File: config.mk
export PLATFORM = sky130hd
export DESIGN_NAME = go_back_n_window_sender
export DESIGN_NICKNAME = d
export VERILOG_FILES = /design/src/gbn_pkg.sv /design/src/gbn_ram.sv /design/src/go_back_n_window_sender.sv
export VERILOG_INCLUDE_DIRS = /design/src /design/src/src
export SDC_FILE = /design/constraint.sdc
export NUM_CORES = 1
export LEC_CHECK = 0
export BUFFER_PORTS_ARGS = -buffer_cell sky130_fd_sc_hd__buf_2
export CAP_MARGIN = 5
export CORE_MARGIN = 3
export CORE_UTILIZATION = 40
export DETAILED_ROUTE_END_ITERATION = 16
export PLACE_DENSITY = 0.62
export REMOVE_ABC_BUFFERS = 1
export SYNTH_ARGS = -nofsm -noshare
export SYNTH_HDL_FRONTEND = slang
export SYNTH_SLANG_ARGS = --single-unit
export TNS_END_PERCENT = 30
File: constraint.sdc
create_clock -name clk -period 6.7 [get_ports clk]
set_input_delay 1.005 -clock clk [delete_from_list [all_inputs] [get_ports clk]]
set_output_delay 1.005 -clock clk [all_outputs]
set_load 0.05 [all_outputs]
File: src/go_back_n_window_sender_macros.svh
// Assertion helpers for the go-back-n sender.
`ifndef GO_BACK_N_WINDOW_SENDER_MACROS_SVH
`define GO_BACK_N_WINDOW_SENDER_MACROS_SVH

// Check that prop holds in the same cycle whenever cond holds.
`define GBN_ASSERT_IMPLY(label, clk, rst_n, cond, prop) \
    label: assert property (@(posedge clk) disable iff (!rst_n) (cond) |-> (prop)) \
        else $error("go-back-n sender: same-cycle check failed");

// Check that prop holds in the cycle after cond holds.
`define GBN_ASSERT_NEXT(label, clk, rst_n, cond, prop) \
    label: assert property (@(posedge clk) disable iff (!rst_n) (cond) |=> (prop)) \
        else $error("go-back-n sender: next-cycle check failed");

`endif

File: src/gbn_pkg.sv
`timescale 1ns / 1ps

package gbn_pkg;

    // Default number of deadline entries.
    localparam int MAX_PACKETS_DEF = 32;

    // Configuration port.
    localparam int CFG_IDX_W  = 2;
    localparam int CFG_DATA_W = 32;

    localparam logic [CFG_IDX_W-1:0] CFG_WINDOW_EXTENT = 2'd0;
    localparam logic [CFG_IDX_W-1:0] CFG_TIMEOUT_TICKS = 2'd1;
    localparam logic [CFG_IDX_W-1:0] CFG_PACKET_COUNT  = 2'd2;

    // Field widths.
    localparam int EXTENT_W = 5;
    localparam int TIME_W   = 32;
    localparam int COUNT_W  = 6;
    localparam int SEQ5_W   = 5;

    // Register reset values.
    localparam logic [EXTENT_W-1:0] WINDOW_EXTENT_RST = 5'd3;
    localparam logic [TIME_W-1:0]   TIMEOUT_TICKS_RST = 32'd1000;
    localparam logic [COUNT_W-1:0]  PACKET_COUNT_RST  = 6'd20;

    typedef struct packed {
        logic              ack_valid;
        logic              ack_corrupt;
        logic [SEQ5_W-1:0] ack_seq;
        logic [TIME_W-1:0] now;
    } in_item_t;

    typedef struct packed {
        logic              send_valid;
        logic [SEQ5_W-1:0] send_seq;
        logic              is_retransmit;
        logic              all_done;
        logic              last;
    } out_item_t;

endpackage

File: src/gbn_ram.sv
`timescale 1ns / 1ps

module gbn_ram #(
    parameter int WIDTH = 32,
    parameter int DEPTH = 32
) (
    input  logic                     clk,
    input  logic                     wr_en,
    input  logic [$clog2(DEPTH)-1:0] wr_addr,
    input  logic [WIDTH-1:0]         wr_data,
    input  logic                     rd_en,
    input  logic [$clog2(DEPTH)-1:0] rd_addr,
    output logic [WIDTH-1:0]         rd_data
);

    logic [WIDTH-1:0] mem [DEPTH];

    always_ff @(posedge clk)
    begin
        if (wr_en)
        begin
            mem[wr_addr] <= wr_data;
        end
        // hold read data until the next read
        if (rd_en)
        begin
            rd_data <= mem[rd_addr];
        end
    end

endmodule

File: src/go_back_n_window_sender.sv
// Go-back-N window sender. Each input word is one pass of the sender loop: the current time
// and an optional cumulative ACK. A valid, uncorrupted ACK with base <= ack_seq < next
// sequence moves the window base to ack_seq + 1; then every in-flight packet in the window
// whose deadline is strictly before now is retransmitted in ascending order, and new packets
// are sent up to base + window_extent, clipped to packet_count (and to MAX_PACKETS). Each
// send stores now + timeout_ticks as the packet's deadline. One output word comes out per
// send, or one status word with send_valid low when nothing is sent; last marks the final
// word of a pass and all_done is the same on every word of the pass. Steps of a pass: the
// input word is accepted, then each in-flight window entry is checked in turn (the deadline
// memory has a single read port and is scanned one entry per cycle while no retransmit waits
// on a stalled output), then each new packet is sent, the send phase ends, and a closing step
// emits the last word; any output stall lengthens the pass. A pass that finds the transfer
// finished goes straight from acceptance to the closing step. The deadline memory needs no
// clearing after reset: only entries of packets already sent are ever read. The next input
// word is taken while the closing word of the previous pass still waits at the output.
`timescale 1ns / 1ps
`include "go_back_n_window_sender_macros.svh"

module go_back_n_window_sender import gbn_pkg::*; #(
    parameter int MAX_PACKETS = MAX_PACKETS_DEF
) (
    input  logic                  clk,
    input  logic                  rst_n,
    // input channel
    input  logic                  in_valid,
    output logic                  in_stall,
    input  in_item_t              in_data,
    // output channel
    output logic                  out_valid,
    input  logic                  out_stall,
    output out_item_t             out_data,
    // configuration writes
    input  logic                  cfg_wr_en,
    input  logic [CFG_IDX_W-1:0]  cfg_index,
    input  logic [CFG_DATA_W-1:0] cfg_data
);

    // sequence numbers run 0..MAX_PACKETS; compares use a wider common width
    localparam int SEQ_W = $clog2(MAX_PACKETS + 1);
    localparam int AW    = $clog2(MAX_PACKETS);
    localparam int CW    = SEQ_W + 6;

    localparam logic [1:0] ST_IDLE  = 2'd0;
    localparam logic [1:0] ST_CHECK = 2'd1;
    localparam logic [1:0] ST_SEND  = 2'd2;
    localparam logic [1:0] ST_FIN   = 2'd3;

    // configuration registers
    logic [EXTENT_W-1:0] extent_reg;
    logic [TIME_W-1:0]   timeout_reg;
    logic [COUNT_W-1:0]  count_reg;

    // sequencer state
    logic [1:0]        state_reg,      state_next;
    logic [SEQ_W-1:0]  base_reg,       base_next;
    logic [SEQ_W-1:0]  nseq_reg,       nseq_next;
    logic [SEQ_W-1:0]  cursor_reg,     cursor_next;
    logic [TIME_W-1:0] now_reg,        now_next;
    logic              done_reg,       done_next;

    // one pending send word, held back until we know whether it closes the pass
    logic              pend_valid_reg, pend_valid_next;
    logic [SEQ5_W-1:0] pend_seq_reg,   pend_seq_next;
    logic              pend_retx_reg,  pend_retx_next;

    // output register
    logic              out_valid_reg,  out_valid_next;
    out_item_t         out_data_reg,   out_data_next;

    // deadline memory ports
    logic              rd_en;
    logic [AW-1:0]     rd_addr;
    logic [TIME_W-1:0] rd_data;
    logic              wr_en;
    logic [AW-1:0]     wr_addr;
    logic [TIME_W-1:0] wr_data;

    // datapath helpers
    logic [CW-1:0]     base_cw;
    logic [CW-1:0]     nseq_cw;
    logic [CW-1:0]     limit_cw;
    logic [CW-1:0]     top_cw;
    logic [CW-1:0]     ack_cw;
    logic              ack_ok;
    logic [CW-1:0]     new_base_cw;
    logic [CW-1:0]     nxt_cw;
    logic              out_free;
    logic              can_emit;
    logic              hit;
    logic              emit;
    logic [SEQ5_W-1:0] emit_seq;
    logic              emit_retx;

    gbn_ram #(
        .WIDTH (TIME_W),
        .DEPTH (MAX_PACKETS)
    ) u_deadline_ram (
        .clk     (clk),
        .wr_en   (wr_en),
        .wr_addr (wr_addr),
        .wr_data (wr_data),
        .rd_en   (rd_en),
        .rd_addr (rd_addr),
        .rd_data (rd_data)
    );

    // Configuration writes; unknown indexes are dropped.
    always_ff @(posedge clk or negedge rst_n)
    begin
        if (!rst_n)
        begin
            extent_reg  <= WINDOW_EXTENT_RST;
            timeout_reg <= TIMEOUT_TICKS_RST;
            count_reg   <= PACKET_COUNT_RST;
        end
        else if (cfg_wr_en)
        begin
            unique case (cfg_index)
                CFG_WINDOW_EXTENT: extent_reg  <= cfg_data[EXTENT_W-1:0];
                CFG_TIMEOUT_TICKS: timeout_reg <= cfg_data[TIME_W-1:0];
                CFG_PACKET_COUNT:  count_reg   <= cfg_data[COUNT_W-1:0];
                default:           ;
            endcase
        end
    end

    // Limit is the packet count clipped to the memory depth; the window end is inclusive.
    assign base_cw  = CW'(base_reg);
    assign nseq_cw  = CW'(nseq_reg);
    assign limit_cw = (CW'(count_reg) > CW'(MAX_PACKETS)) ? CW'(MAX_PACKETS) : CW'(count_reg);
    assign top_cw   = base_cw + CW'(extent_reg);
    assign ack_cw   = CW'(in_data.ack_seq);
    assign ack_ok   = in_data.ack_valid && !in_data.ack_corrupt &&
                      (ack_cw >= base_cw) && (ack_cw < nseq_cw);
    assign new_base_cw = ack_ok ? (ack_cw + CW'(1)) : base_cw;
    assign nxt_cw   = CW'(cursor_reg) + CW'(1);

    // A new word may enter the pending slot once the slot is empty or can move out.
    assign out_free = !out_valid_reg || !out_stall;
    assign can_emit = !pend_valid_reg || out_free;
    assign hit      = now_reg > rd_data;

    // Every send stamps the same fresh deadline.
    assign wr_data  = now_reg + timeout_reg;

    assign in_stall  = (state_reg != ST_IDLE);
    assign out_valid = out_valid_reg;
    assign out_data  = out_data_reg;

    always_comb
    begin
        state_next      = state_reg;
        base_next       = base_reg;
        nseq_next       = nseq_reg;
        cursor_next     = cursor_reg;
        now_next        = now_reg;
        done_next       = done_reg;
        pend_valid_next = pend_valid_reg;
        pend_seq_next   = pend_seq_reg;
        pend_retx_next  = pend_retx_reg;
        out_valid_next  = out_valid_reg;
        out_data_next   = out_data_reg;
        rd_en           = 1'b0;
        rd_addr         = '0;
        wr_en           = 1'b0;
        wr_addr         = '0;
        emit            = 1'b0;
        emit_seq        = '0;
        emit_retx       = 1'b0;

        // drop the output word once taken
        if (out_valid_reg && !out_stall)
        begin
            out_valid_next = 1'b0;
        end

        unique case (state_reg)
            ST_IDLE:
            begin
                if (in_valid)
                begin
                    now_next        = in_data.now;
                    pend_valid_next = 1'b0;
                    if (base_cw >= limit_cw)
                    begin
                        // transfer already finished: ignore the ACK, report status
                        done_next  = 1'b1;
                        state_next = ST_FIN;
                    end
                    else
                    begin
                        base_next   = new_base_cw[SEQ_W-1:0];
                        cursor_next = new_base_cw[SEQ_W-1:0];
                        done_next   = (new_base_cw >= limit_cw);
                        // the window end never falls below the base, so only the
                        // in-flight bound can end the scan before it starts
                        if (new_base_cw < nseq_cw)
                        begin
                            rd_en      = 1'b1;
                            rd_addr    = new_base_cw[AW-1:0];
                            state_next = ST_CHECK;
                        end
                        else
                        begin
                            state_next = ST_SEND;
                        end
                    end
                end
            end

            ST_CHECK:
            begin
                // read data holds the deadline of the entry at the cursor
                if (!hit || can_emit)
                begin
                    if (hit)
                    begin
                        wr_en     = 1'b1;
                        wr_addr   = cursor_reg[AW-1:0];
                        emit      = 1'b1;
                        emit_seq  = SEQ5_W'(cursor_reg);
                        emit_retx = 1'b1;
                    end
                    if ((nxt_cw < nseq_cw) && (nxt_cw <= top_cw))
                    begin
                        rd_en       = 1'b1;
                        rd_addr     = nxt_cw[AW-1:0];
                        cursor_next = nxt_cw[SEQ_W-1:0];
                    end
                    else
                    begin
                        state_next = ST_SEND;
                    end
                end
            end

            ST_SEND:
            begin
                if ((nseq_cw < limit_cw) && (nseq_cw <= top_cw))
                begin
                    if (can_emit)
                    begin
                        wr_en     = 1'b1;
                        wr_addr   = nseq_reg[AW-1:0];
                        emit      = 1'b1;
                        emit_seq  = SEQ5_W'(nseq_reg);
                        emit_retx = 1'b0;
                        nseq_next = nseq_reg + SEQ_W'(1);
                    end
                end
                else
                begin
                    state_next = ST_FIN;
                end
            end

            ST_FIN:
            begin
                // close the pass: the pending send, or a status word if nothing went out
                if (out_free)
                begin
                    out_valid_next               = 1'b1;
                    out_data_next.send_valid     = pend_valid_reg;
                    out_data_next.send_seq       = pend_valid_reg ? pend_seq_reg : '0;
                    out_data_next.is_retransmit  = pend_valid_reg && pend_retx_reg;
                    out_data_next.all_done       = done_reg;
                    out_data_next.last           = 1'b1;
                    pend_valid_next              = 1'b0;
                    state_next                   = ST_IDLE;
                end
            end

            default:
            begin
                state_next = ST_IDLE;
            end
        endcase

        // advance the pending word to the output as a non-final send
        if (emit)
        begin
            if (pend_valid_reg)
            begin
                out_valid_next              = 1'b1;
                out_data_next.send_valid    = 1'b1;
                out_data_next.send_seq      = pend_seq_reg;
                out_data_next.is_retransmit = pend_retx_reg;
                out_data_next.all_done      = done_reg;
                out_data_next.last          = 1'b0;
            end
            pend_valid_next = 1'b1;
            pend_seq_next   = emit_seq;
            pend_retx_next  = emit_retx;
        end
    end

    always_ff @(posedge clk or negedge rst_n)
    begin
        if (!rst_n)
        begin
            state_reg      <= ST_IDLE;
            base_reg       <= '0;
            nseq_reg       <= '0;
            pend_valid_reg <= 1'b0;
            out_valid_reg  <= 1'b0;
        end
        else
        begin
            state_reg      <= state_next;
            base_reg       <= base_next;
            nseq_reg       <= nseq_next;
            pend_valid_reg <= pend_valid_next;
            out_valid_reg  <= out_valid_next;
        end
    end

    always_ff @(posedge clk)
    begin
        cursor_reg    <= cursor_next;
        now_reg       <= now_next;
        done_reg      <= done_next;
        pend_seq_reg  <= pend_seq_next;
        pend_retx_reg <= pend_retx_next;
        out_data_reg  <= out_data_next;
    end

    // The base only ever moves up to an acknowledged packet, so it never passes the next one.
    `GBN_ASSERT_IMPLY(a_base_le_next, clk, rst_n, 1'b1, base_reg <= nseq_reg)
    `GBN_ASSERT_IMPLY(a_nseq_in_range, clk, rst_n, 1'b1, CW'(nseq_reg) <= CW'(MAX_PACKETS))
    // A word that sends nothing is always the closing status word.
    `GBN_ASSERT_IMPLY(a_status_is_last, clk, rst_n, out_valid && !out_data.send_valid,
                      out_data.last)
    // Between passes nothing may linger in the pending slot.
    `GBN_ASSERT_IMPLY(a_idle_no_pending, clk, rst_n, state_reg == ST_IDLE, !pend_valid_reg)
    `GBN_ASSERT_NEXT(a_accept_starts_pass, clk, rst_n, in_valid && !in_stall,
                     state_reg != ST_IDLE)

endmodule
# After elaboration in Yosys (flattened, before gate mapping)
# Memory sizes are Yosys's and may differ from the RTL's. A register that Yosys moved wholly into a read port is not among the register bits.
# Index checks and enable logic that the tools add are counted.
# op_classes
n_lt_le_gt_ge	11
mux	53
reduce_logical	29
n_eq_ne	14
add_sub_neg	5
n_bitwise	1
# op_table
operator	count
$mux W5	10
$mux W6	6
$mux W9	4
$add A32 B32 Y32	1
$gt A32 B32 Y1	1
$pmux W5 S2	2
$mux W1	19
$mux W2	7
$ne A2 B2 Y1 const B	7
$ge A6 B6 Y1	2
$lt A6 B6 Y1	2
$pmux W6 S2	1
$reduce_and A5 Y1	2
$reduce_and A3 Y1	3
$pmux W2 S4	1
$reduce_and A2 Y1	4
$add A6 B1 Y7 const B	1
$add A6 B5 Y7	1
$le A6 B7 Y1	1
$le A7 B7 Y1	1
$logic_and A1 B1 Y1	7
$lt A7 B6 Y1	1
$add A5 B1 Y6 const B	1
$add A6 B1 Y6 const B	1
13 further kinds	27
# totals
output_inout_bits	11
ramBits	1024
elab_cells	132
memories	1
register_bits	113
# mem_list
memory	depth	word_bits	read_ports	rd_clocked_by_memory_dff	write_ports	line_no	rtl
u_deadline_ram.mem	32	32	1	1	1	gbn_ram.sv:16	logic [WIDTH-1:0] mem [DEPTH];

# Depth between registers and ports, before layout
# Gate-level depths: netlist (run 1).
# depth
depth_word	10
mapped_depth	23
depth_no_buf	20

# Hierarchy
# A second synthesis (run 1) with hierarchy kept.
# unflattened
hier_cells	3058
area_unflattened_um2	49027.0
# by_module_without_submodules
mod	instances	area_each_um2	cells_each
gbn_ram	1	40812.9	2260
go_back_n_window_sender	1	8214.1	798

# Worst setup path after synthesis (run 1)
# No wires, ideal clock.
# synth_timing
kind	register -> register
from	register base_reg[0]
to	memory u_deadline_ram.mem[10][0], enable pin
path_buffers	0
required_time_ns	6.279
setup_ns	0.421
stages_incl_launch_ff	16
synth_period_minus_slack_ns	5.265
path_slack_ns	1.435
arrival_time_ns	4.844
cell_sequence	dfrtp_1 > ha_1 > fa_1 > inv_1 > ha_1 > nor2b_1 > o21a_1 > o21a_1 > o21a_1 > o21ai_0 > a21oi_1 > nor3_1 > nor2_1 > nor2_1 > nand3_1 > nor2_1
# synth_via
elab_chain_len	7
elab_cells_between_ends	9
classes_between	add/sub (1); order compare (1); mux (6); reduce/logical (1)
# synth_rtl
element	line_no	rtl
start, declared	go_back_n_window_sender.sv:55	logic [SEQ_W-1:0] base_reg, base_next;
start signal, assigned	go_back_n_window_sender.sv:310	base_reg <= base_next;
$add A6 B5 Y7	go_back_n_window_sender.sv:131	assign top_cw = base_cw + CW'(extent_reg);
$le A6 B7 Y1	go_back_n_window_sender.sv:239	if ((nseq_cw < limit_cw) && (nseq_cw <= top_cw))
$logic_and A1 B1 Y1	go_back_n_window_sender.sv:239	
$mux W1	-	
$pmux W1 S2	-	
named net emit	go_back_n_window_sender.sv:90	logic emit;
$mux W1	gbn_ram.sv:20	if (wr_en)
$mux W1 (not written as such)	gbn_ram.sv:22	mem[wr_addr] <= wr_data;
end, declared	gbn_ram.sv:16	
# The timed path passes the listed nets, and every way through them passes these cells.

# Worst setup path after layout (run 1)
# layout_timing
from	register nseq_reg[2]
to	register u_deadline_ram.rd_data[29], read port of u_deadline_ram.mem (data pin)
# layout_via
elab_chain_len	8
elab_cells_between_ends	18
classes_between	order compare (3); mux (13); reduce/logical (2)
# layout_rtl
element	line_no	rtl
start, declared	go_back_n_window_sender.sv:56	logic [SEQ_W-1:0] nseq_reg, nseq_next;
start signal, assigned	go_back_n_window_sender.sv:311	nseq_reg <= nseq_next;
$lt A5 B6 Y1 (*)	go_back_n_window_sender.sv:134	(ack_cw >= base_cw) && (ack_cw < nseq_cw);
$logic_and A1 B1 Y1 (*)	go_back_n_window_sender.sv:134	
$mux W6 (*)	go_back_n_window_sender.sv:135	assign new_base_cw = ack_ok ? (ack_cw + CW'(1)) : base_cw;
named net new_base_cw[4]	go_back_n_window_sender.sv:85	logic [CW-1:0] new_base_cw;
$lt A6 B6 Y1	go_back_n_window_sender.sv:197	if (new_base_cw < nseq_cw)
$mux W5 or $mux W1 (tied branches)	go_back_n_window_sender.sv:197	
$mux W5 or $mux W1 (tied branches)	go_back_n_window_sender.sv:184	if (base_cw >= limit_cw)
$mux W5 or $mux W1 (tied branches)	go_back_n_window_sender.sv:180	if (in_valid)
$pmux W5 S2 or $pmux W1 S2 (tied branches)	go_back_n_window_sender.sv:177	unique case (state_reg)
end, declared	gbn_ram.sv:13	output logic [WIDTH-1:0] rd_data
# The timed path passes the listed nets; every way through them passes the cells marked *.
# A chain may end at the register's enable or synchronous reset.

==> results of run 1 <==
[where the power goes]
| part | internal (W) | leakage, nW | switching, W | total (W) |
|---|---|---|---|---|
| Combinational | 0.00231 | 7.76 | 0.00554 | 0.00785 |
| Clock | 0.00396 | 1.96 | 0.00286 | 0.00682 |
| Sequential | 0.0100 | 10.7 | 0.000325 | 0.0104 |
[logic make-up after synthesis]
logic type / synth area share [%]
multiplexers: 1.779
flip-flops: 70.65
AO/OA/AOI/OAI: 7.378
adder cells (fa/ha/maj): 3.263
XOR/XNOR: 0.7839
AND/OR/NAND/NOR: 13.87
buffers and inverters: 2.283
[final timing paths]
check | end | start | slack (ns) | cells past startpoint
min reg2reg | out_data[8]$_DFF_P_ | out_data[8]$_DFF_P_ | 0.46 | 1
max reg2reg | u_deadline_ram.rd_data[29]$_DFFE_PP_ | nseq_reg[2]$_DFFE_PN0P_ | 0.84 | 20
min | nseq_reg[5]$_DFFE_PN0P_ | rst_n | 0.27 | 1
max | u_deadline_ram.rd_data[29]$_DFFE_PP_ | nseq_reg[2]$_DFFE_PN0P_ | 0.84 | 20
max in group asynchronous | count_reg[3]$_DFFE_PN0P_ | rst_n | 5.40 | 2
min in group clk | now_reg[5]$_DFFE_PP_ | in_data[5] | 0.46 | 1
[cells in the final DEF, fill, tap and decap left out, types with 15 or more instances in the layout]
| cell type | synthesis | routed |
|---|---|---|
| a2111oi_0 | 20 | 20 |
| a211oi_1 | 33 | 32 |
| a21o_1 | 29 | 29 |
| a21oi_1 | 65 | 64 |
| a221oi_1 | 24 | 24 |
| a22oi_1 | 22 | 22 |
| a311oi_1 | 25 | 25 |
| a31oi_1 | 105 | 105 |
| a32oi_1 | 42 | 42 |
| and3_1 | 82 | 82 |
| buf_12 | 0 | 43 |
| buf_2 | 69 | 87 |
| buf_4 | 4 | 111 |
| bufinv_16 | 0 | 15 |
| clkbuf_1 | 85 | 18 |
| clkbuf_16 | 0 | 122 |
| clkinv_1 | 1 | 21 |
| clkinv_2 | 0 | 25 |
| dfrtp_1 | 49 | 49 |
| edfxtp_1 | 1101 | 1101 |
| ha_1 | 125 | 125 |
| inv_1 | 76 | 76 |
| mux2_2 | 48 | 48 |
| mux2i_1 | 32 | 32 |
| nand2_1 | 961 | 960 |
| nand3_1 | 345 | 345 |
| nand4_1 | 19 | 19 |
| nor2_1 | 87 | 51 |
| nor2_4 | 0 | 34 |
| nor2b_1 | 34 | 34 |
| o2111ai_1 | 27 | 27 |
| o21ai_0 | 38 | 38 |
| xnor2_2 | 0 | 21 |
[through the flow]
stage / TNS, ns / worst slack (ns)
4_1_cts: 0 / 0.9967
2_1_floorplan: -289.98 / -9.779
3_5_place_dp: 0 / 0.6074
3_3_place_gp: 0 / 0.5719
6_report: 0 / 0.8373
5_1_grt: 0 / 0.5174
[critical path: cells and delay by family, from the launching register on]
kind	cells	cell delay, ns
flip-flops	1	0.52
AO/OA/AOI/OAI	9	1.87
adder cells (fa/ha/maj)	2	0.53
buffers and inverters	2	0.57
AND/OR/NAND/NOR	7	2.21
[layer usage]
layer | up-vias | wire [um] | share of wire [%]
li1 | 14380 | - | -
met1 | 16200 | 61830 | 42
met2 | 1653 | 66240 | 45
met3 | 235 | 15470 | 11
met4 | 0 | 3647 | 2.5
met5 | - | 0 | 0
[cell type report]
type	count	share of cell area, %
clock buffer	145	5.587
clock inverter	78	1.471
inverter	77	0.5063
multi-input combinational	2326	24.26
sequential	1169	60.84
tap	1612	3.533
timing repair buffer	244	3.796
==> results.md, run 1 <==
* Outcome: completed
* Synth cell types at 76
* GRT Total Usage at 22.76%
* Top fanout value on the critical path at 22
* Area growth from synthesis to layout at 16.12%
* Number of synthesized register bits at 1169
* Initial DRC Count at 4210
* CTS clk-pin slew, worst paths at 0.06 ns
* Initial Utilization at 40.65%
* Largest net degree at the start of global routing at 102
* Routing usage on met1 at 32.95%
* Overflow after GRT at 0
* Grt met2 use at 35.04%
* Core area at 120900 um^2
* Routability-driven placement congestion ratio at 0.8485
* Overall power at 0.02503 W
* Crit path max-delay cell type: nor2_4
* Final wirelength at 147.2 mm
* HP Class: input port to asynchronous set/reset pin
* Chip width at 356.6 um
* FP Rows at 127
* Synth top area cells: edfxtp_1 67%, nand2_1 7.3%, nand3_1 3.5%, ha_1 3.2%, dfrtp_1 2.5%
* Slew margin rel. at 5.643%
* DRC Markers at 0
* Top Ports at 89
* First-pass GRT wire length at 212.1 mm
* Post-DP HPWL at 83.70 mm
* Via count at 32470
* Die footprint at 127100 um^2
* Post-synthesis sequential area ratio at 70.65%
* Die Y at 356.6 um
* Leakage at 20.41 nW
* Met3 usage at 4.713%
* Nets at 4143
* Setup Buffers After CTS at 0
* Finished Core Util at 47.21%
* Initial antenna violation count at 1
* H-tree levels at 3
* Hold_buf cts at 0
* Placed Instances at 5425
* Clk buf depth at 3
* Crit path launch type: register
* CP Capture Type: register
* Slew @ Worst Pin at 1.412 ns
* Syn avg cell area at 13.06 um^2
* Dominant cell type by area after synthesis: edfxtp_1
* TritonCTS sink count at 1169
* Final Critical Period at 5.863 ns
* Slew Limit Fails at 0
* CP Cell Sequence: inv_1 -> ha_1 -> a21oi_1 -> o21ai_1 -> a41oi_2 -> nand2_2 -> a21oi_2 -> ha_1 -> nand2_1 -> o2111ai_1 -> nor2_1 -> and3_1 -> nor3_1 -> nor2_1 -> o21ai_0 -> o21ai_0 -> nor2_4 -> buf_4 -> a32oi_1 -> o2111ai_1
* Max frequency at 0.1706 GHz
* Post-route non-filler standard cell count at 5651
* Register area at 34730 um^2
* Share of post-route cells with drive strength above 1 at 14.41%
* Synth cell count leaders: 1101 x edfxtp_1, 961 x nand2_1, 345 x nand3_1, 125 x ha_1, 105 x a31oi_1
* CTS tree: done
* I/O Buffers at 88
* Number of synthesized flops with an enable pin at 1101
* Worst path max stage delay at 1.16 ns
* RSZ-0062 raised after global routing: no
* Synthesis warning total at 0
* Peak supply drop at 0.2403 mV
* Antenna Cells at 0
* Most flops, register: u_deadline_ram.mem
* Yosys top cell area share at 67.25%
* Gr busiest metal: met2
* Final Cycle Share at 87.50%
* Async SR Flop Fraction at 5.047%
* Pre-Repair DR Iteration Count at 8
* Post-Syn Area at 49160 um^2
* Worst Setup Path Type: register to register
* # setup viols final at 0
* Vias in the first global route at 30460
* Area of the multi-input gates at 13850 um^2
* Max-cap violations at 0
* Post-layout instance area at 57080 um^2
* TritonCTS buffer count at 120
* # fillers at 10480
* Mapped Cells at 3763
* Via density per instance at 5.745
* WP data required at 7.21 ns
* ANT nets after route at 0
* Hold Vio Cnt, Final at 0
* Pwr Density at 438.5 nW/um^2
* Clk_lat worst skew at 0.72 ns
* Hold slack at 0.2661 ns
* Root Buffer Master: clkbuf_16
* CTS resizes at 0
* Clock Skews at 0.05152 ns
* Count leader, synth: edfxtp_1
* Max FFs per register at 1024
* Area post-placement at 53020 um^2
* Routed len/inst at 26.05 um
* Crit path arrival time at 6.38 ns
* Synth Flop Type: edfxtp_1
Note: power is estimated with default switching activity, not from simulation.
==> run 2: changes to the inputs <==
--- a/config.mk
+++ b/config.mk
@@ -8,6 +8,7 @@
 export LEC_CHECK = 0
 export BUFFER_PORTS_ARGS = -buffer_cell sky130_fd_sc_hd__buf_2
 export CAP_MARGIN = 5
+export CORE_ASPECT_RATIO = 1.75
 export CORE_MARGIN = 3
 export CORE_UTILIZATION = 40
 export DETAILED_ROUTE_END_ITERATION = 16
==> run 2 against run 1 <==
Non-clock buffer count up 34. Count of clock-buffer cells in the layout shrank 23. Critical path depth did not move. Die area grew 0.13%. Clock skew fell by 0.025 ns. Register-to-register slack gained 0.06 ns. First-iteration DRC count is 9.9% lower. Largest cell class unchanged. Highest routed layer is now met5. Total power fell by 0.90%. Worst setup slack improved by 0.064 ns.
==> results.md, run 2 (same netlist as run 1, synthesis figures left out) <==
* Largest net degree at the start of global routing at 88 (was 102)
* Chip width at 271.0 um (was 356.6 um)
* Initial DRC Count at 3793 (was 4210)
* Post-DP HPWL at 95.48 mm (was 83.70 mm)
* Worst path max stage delay at 0.55 ns (was 1.16 ns)
* Slew @ Worst Pin at 1.265 ns (was 1.412 ns)
* Area growth from synthesis to layout at 15.40% (was 16.12%)
* HP Class: input port to asynchronous set/reset pin (unchanged)
* Overflow after GRT at 0 (unchanged)
* TritonCTS buffer count at 102 (was 120)
* Post-route non-filler standard cell count at 5666 (was 5651)
* Reg-to-reg slack, setup at 0.90 ns (was 0.84 ns)
* Met3 usage at 3.766% (was 4.713%)
* Pwr Density at 437.3 nW/um^2 (was 438.5 nW/um^2)
* Setup WS post-layout at 0.9017 ns (was 0.8373 ns)
* WP data required at 7.12 ns (was 7.21 ns)
* Die Y at 469.8 um (was 356.6 um)
* Worst Setup Path Type: register to register (unchanged)
* CTS tree: done (unchanged)
* Initial antenna violation count at 9 (was 1)
* Via density per instance at 5.816 (was 5.745)
* Leakage at 20.30 nW (was 20.41 nW)
* Hold_buf cts at 0 (unchanged)
* DRC Markers at 0 (unchanged)
* Final Cycle Share at 86.54% (was 87.50%)
* Clk buf depth at 3 (unchanged)
* Crit path max-delay cell type: dfrtp_1 (was nor2_4)
* Pre-Repair DR Iteration Count at 6 (was 8)
* Area of the multi-input gates at 13830 um^2 (was 13850 um^2)
* CP Capture Type: register (unchanged)
* CTS clk-pin slew, worst paths at 0.07 ns (was 0.06 ns)
* CP Cell Sequence: inv_1 -> ha_1 -> a21oi_1 -> o21ai_1 -> a41oi_2 -> nand2_2 -> mux2i_1 -> inv_1 -> ha_1 -> a21oi_1 -> o2111ai_1 -> a211oi_1 -> nor3_1 -> nor2_1 -> o21ai_0 -> o21ai_0 -> nor2_4 -> buf_4 -> a32oi_1 -> nand4_1 (was inv_1 -> ha_1 -> a21oi_1 -> o21ai_1 -> a41oi_2 -> nand2_2 -> a21oi_2 -> ha_1 -> nand2_1 -> o2111ai_1 -> nor2_1 -> and3_1 -> nor3_1 -> nor2_1 -> o21ai_0 -> o21ai_0 -> nor2_4 -> buf_4 -> a32oi_1 -> o2111ai_1)
* Peak supply drop at 0.2444 mV (was 0.2403 mV)
* # setup viols final at 0 (unchanged)
* Outcome: completed (unchanged)
* Via count at 32960 (was 32470)
* Setup Buffers After CTS at 0 (unchanged)
* Root Buffer Master: clkbuf_16 (unchanged)
* Slew Limit Fails at 0 (unchanged)
* Clock Skews at 0.02619 ns (was 0.05152 ns)
* Most frequent cells in the layout: 1101 x edfxtp_1, 960 x nand2_1, 345 x nand3_1 (unchanged)
* RSZ-0062 raised after global routing: no (unchanged)
* Max FFs per register at 1024 (unchanged)
* Most flops, register: u_deadline_ram.mem (unchanged)
* Max frequency at 0.1725 GHz (was 0.1706 GHz)
* Hold Vio Cnt, Final at 0 (unchanged)
* Share of post-route cells with drive strength above 1 at 14.46% (was 14.41%)
* Routability-driven placement congestion ratio at 0.9081 (was 0.8485)
* Register area at 34730 um^2 (unchanged)
* H-tree levels at 3 (unchanged)
* Max-cap violations at 0 (unchanged)
* Vias in the first global route at 32210 (was 30460)
* Gr busiest metal: met2 (unchanged)
* Crit path launch type: register (unchanged)
* Die footprint at 127300 um^2 (was 127100 um^2)
* Slew margin rel. at 14.76% (was 5.643%)
* ANT nets after route at 0 (unchanged)
* Pre-CTS setup slack at 0.5641 ns (was 0.6074 ns)
* Clk_lat worst skew at 0.71 ns (was 0.72 ns)
* Final wirelength at 155.1 mm (was 147.2 mm)
* Commonest non-fill, non-tap cell in the layout: edfxtp_1 (unchanged)
* Initial Utilization at 40.43% (was 40.65%)
* TritonCTS sink count at 1169 (unchanged)
* Top Ports at 89 (unchanged)
* Nets at 4159 (was 4143)
* GRT Total Usage at 23.96% (was 22.76%)
* Routed len/inst at 27.38 um (was 26.05 um)
* # fillers at 10640 (was 10480)
* Top fanout value on the critical path at 11 (was 22)
* Crit path arrival time at 6.22 ns (was 6.38 ns)
* Routing usage on met1 at 27.93% (was 32.95%)
* Placed Instances at 5472 (was 5425)
* Grt met2 use at 42.08% (was 35.04%)
* Core area at 121600 um^2 (was 120900 um^2)
* First-pass GRT wire length at 221.9 mm (was 212.1 mm)
* I/O Buffers at 88 (unchanged)
* FP Rows at 169 (was 127)
* CTS resizes at 0 (unchanged)
* Final Critical Period at 5.798 ns (was 5.863 ns)
## run 2: cell types whose count changed in the layout (fill, tap and decap cells not counted), moves of 5 or more
| cell | change |
|---|---|
| buf_4 | +41 |
| clkbuf_16 | -16 |
| clkinv_2 | -9 |
| buf_12 | -6 |
| clkbuf_8 | -5 |
## run 2: worst paths after layout
path | startpoint | end | cells past startpoint
worst max-delay path | nseq_reg[2]$_DFFE_PN0P_ | u_deadline_ram.rd_data[10]$_DFFE_PP_ | 20
worst min-delay path | rst_n | timeout_reg[11]$_DFFE_PN0P_ | 1
worst max register to register | nseq_reg[2]$_DFFE_PN0P_ | u_deadline_ram.rd_data[10]$_DFFE_PP_ | 20
worst min register to register | pend_seq_reg[4]$_DFFE_PP_ | out_data[7]$_DFF_P_ | 1
max in group asynchronous | rst_n | timeout_reg[31]$_DFFE_PN0P_ | 1
min in group clk | pend_seq_reg[4]$_DFFE_PP_ | out_data[7]$_DFF_P_ | 1
## run 2: per-layer routing
layer	share of wire, %	wire (um)
met1	36	55130
met2	51	79020
met3	7.4	11550
met4	6.1	9410
met5	0.026	41
## run 2: cell type report
| cell class | count | area share [%] |
|---|---|---|
| repair buffers | 278 | 4.124 |
| well taps | 1624 | 3.582 |
| multi-input cells | 2326 | 24.38 |
| inverters | 77 | 0.5095 |
| diodes | 3 | 0.01323 |
| flip-flops and latches | 1169 | 61.22 |
| clock buffers | 122 | 4.782 |
| clock inverters | 67 | 1.392 |
## run 2: stage by stage
stage          power (W)  utilization (%)  cell area, um^2  hold WS (ns)  setup TNS, ns
6_report         0.02481            46.66            56730        0.4092              0
5_1_grt          0.02582            46.65            56720        0.4456              0
4_1_cts          0.02479            46.63            56700        0.4154              0
3_5_place_dp     0.01855            43.75            53200        0.4435              0
3_3_place_gp     0.01842            43.75            53200        0.4375              0
2_1_floorplan    0.01526                -            48330        0.4419        -289.98
## run 2: where the power goes
part           switching, W  leakage (nW)  internal, W
registers          0.000377          10.7       0.0100
logic               0.00576          7.90      0.00238
clock network       0.00272          1.70      0.00355
## run 2: critical path: cells and delay by family, from the launching register on
kind / cells / cell delay [ns]
compound gates: 9 / 2.42
simple gates: 5 / 0.95
buf+inv: 3 / 0.68
fa+ha+maj: 2 / 0.66
flops: 1 / 0.55
mux: 1 / 0.24
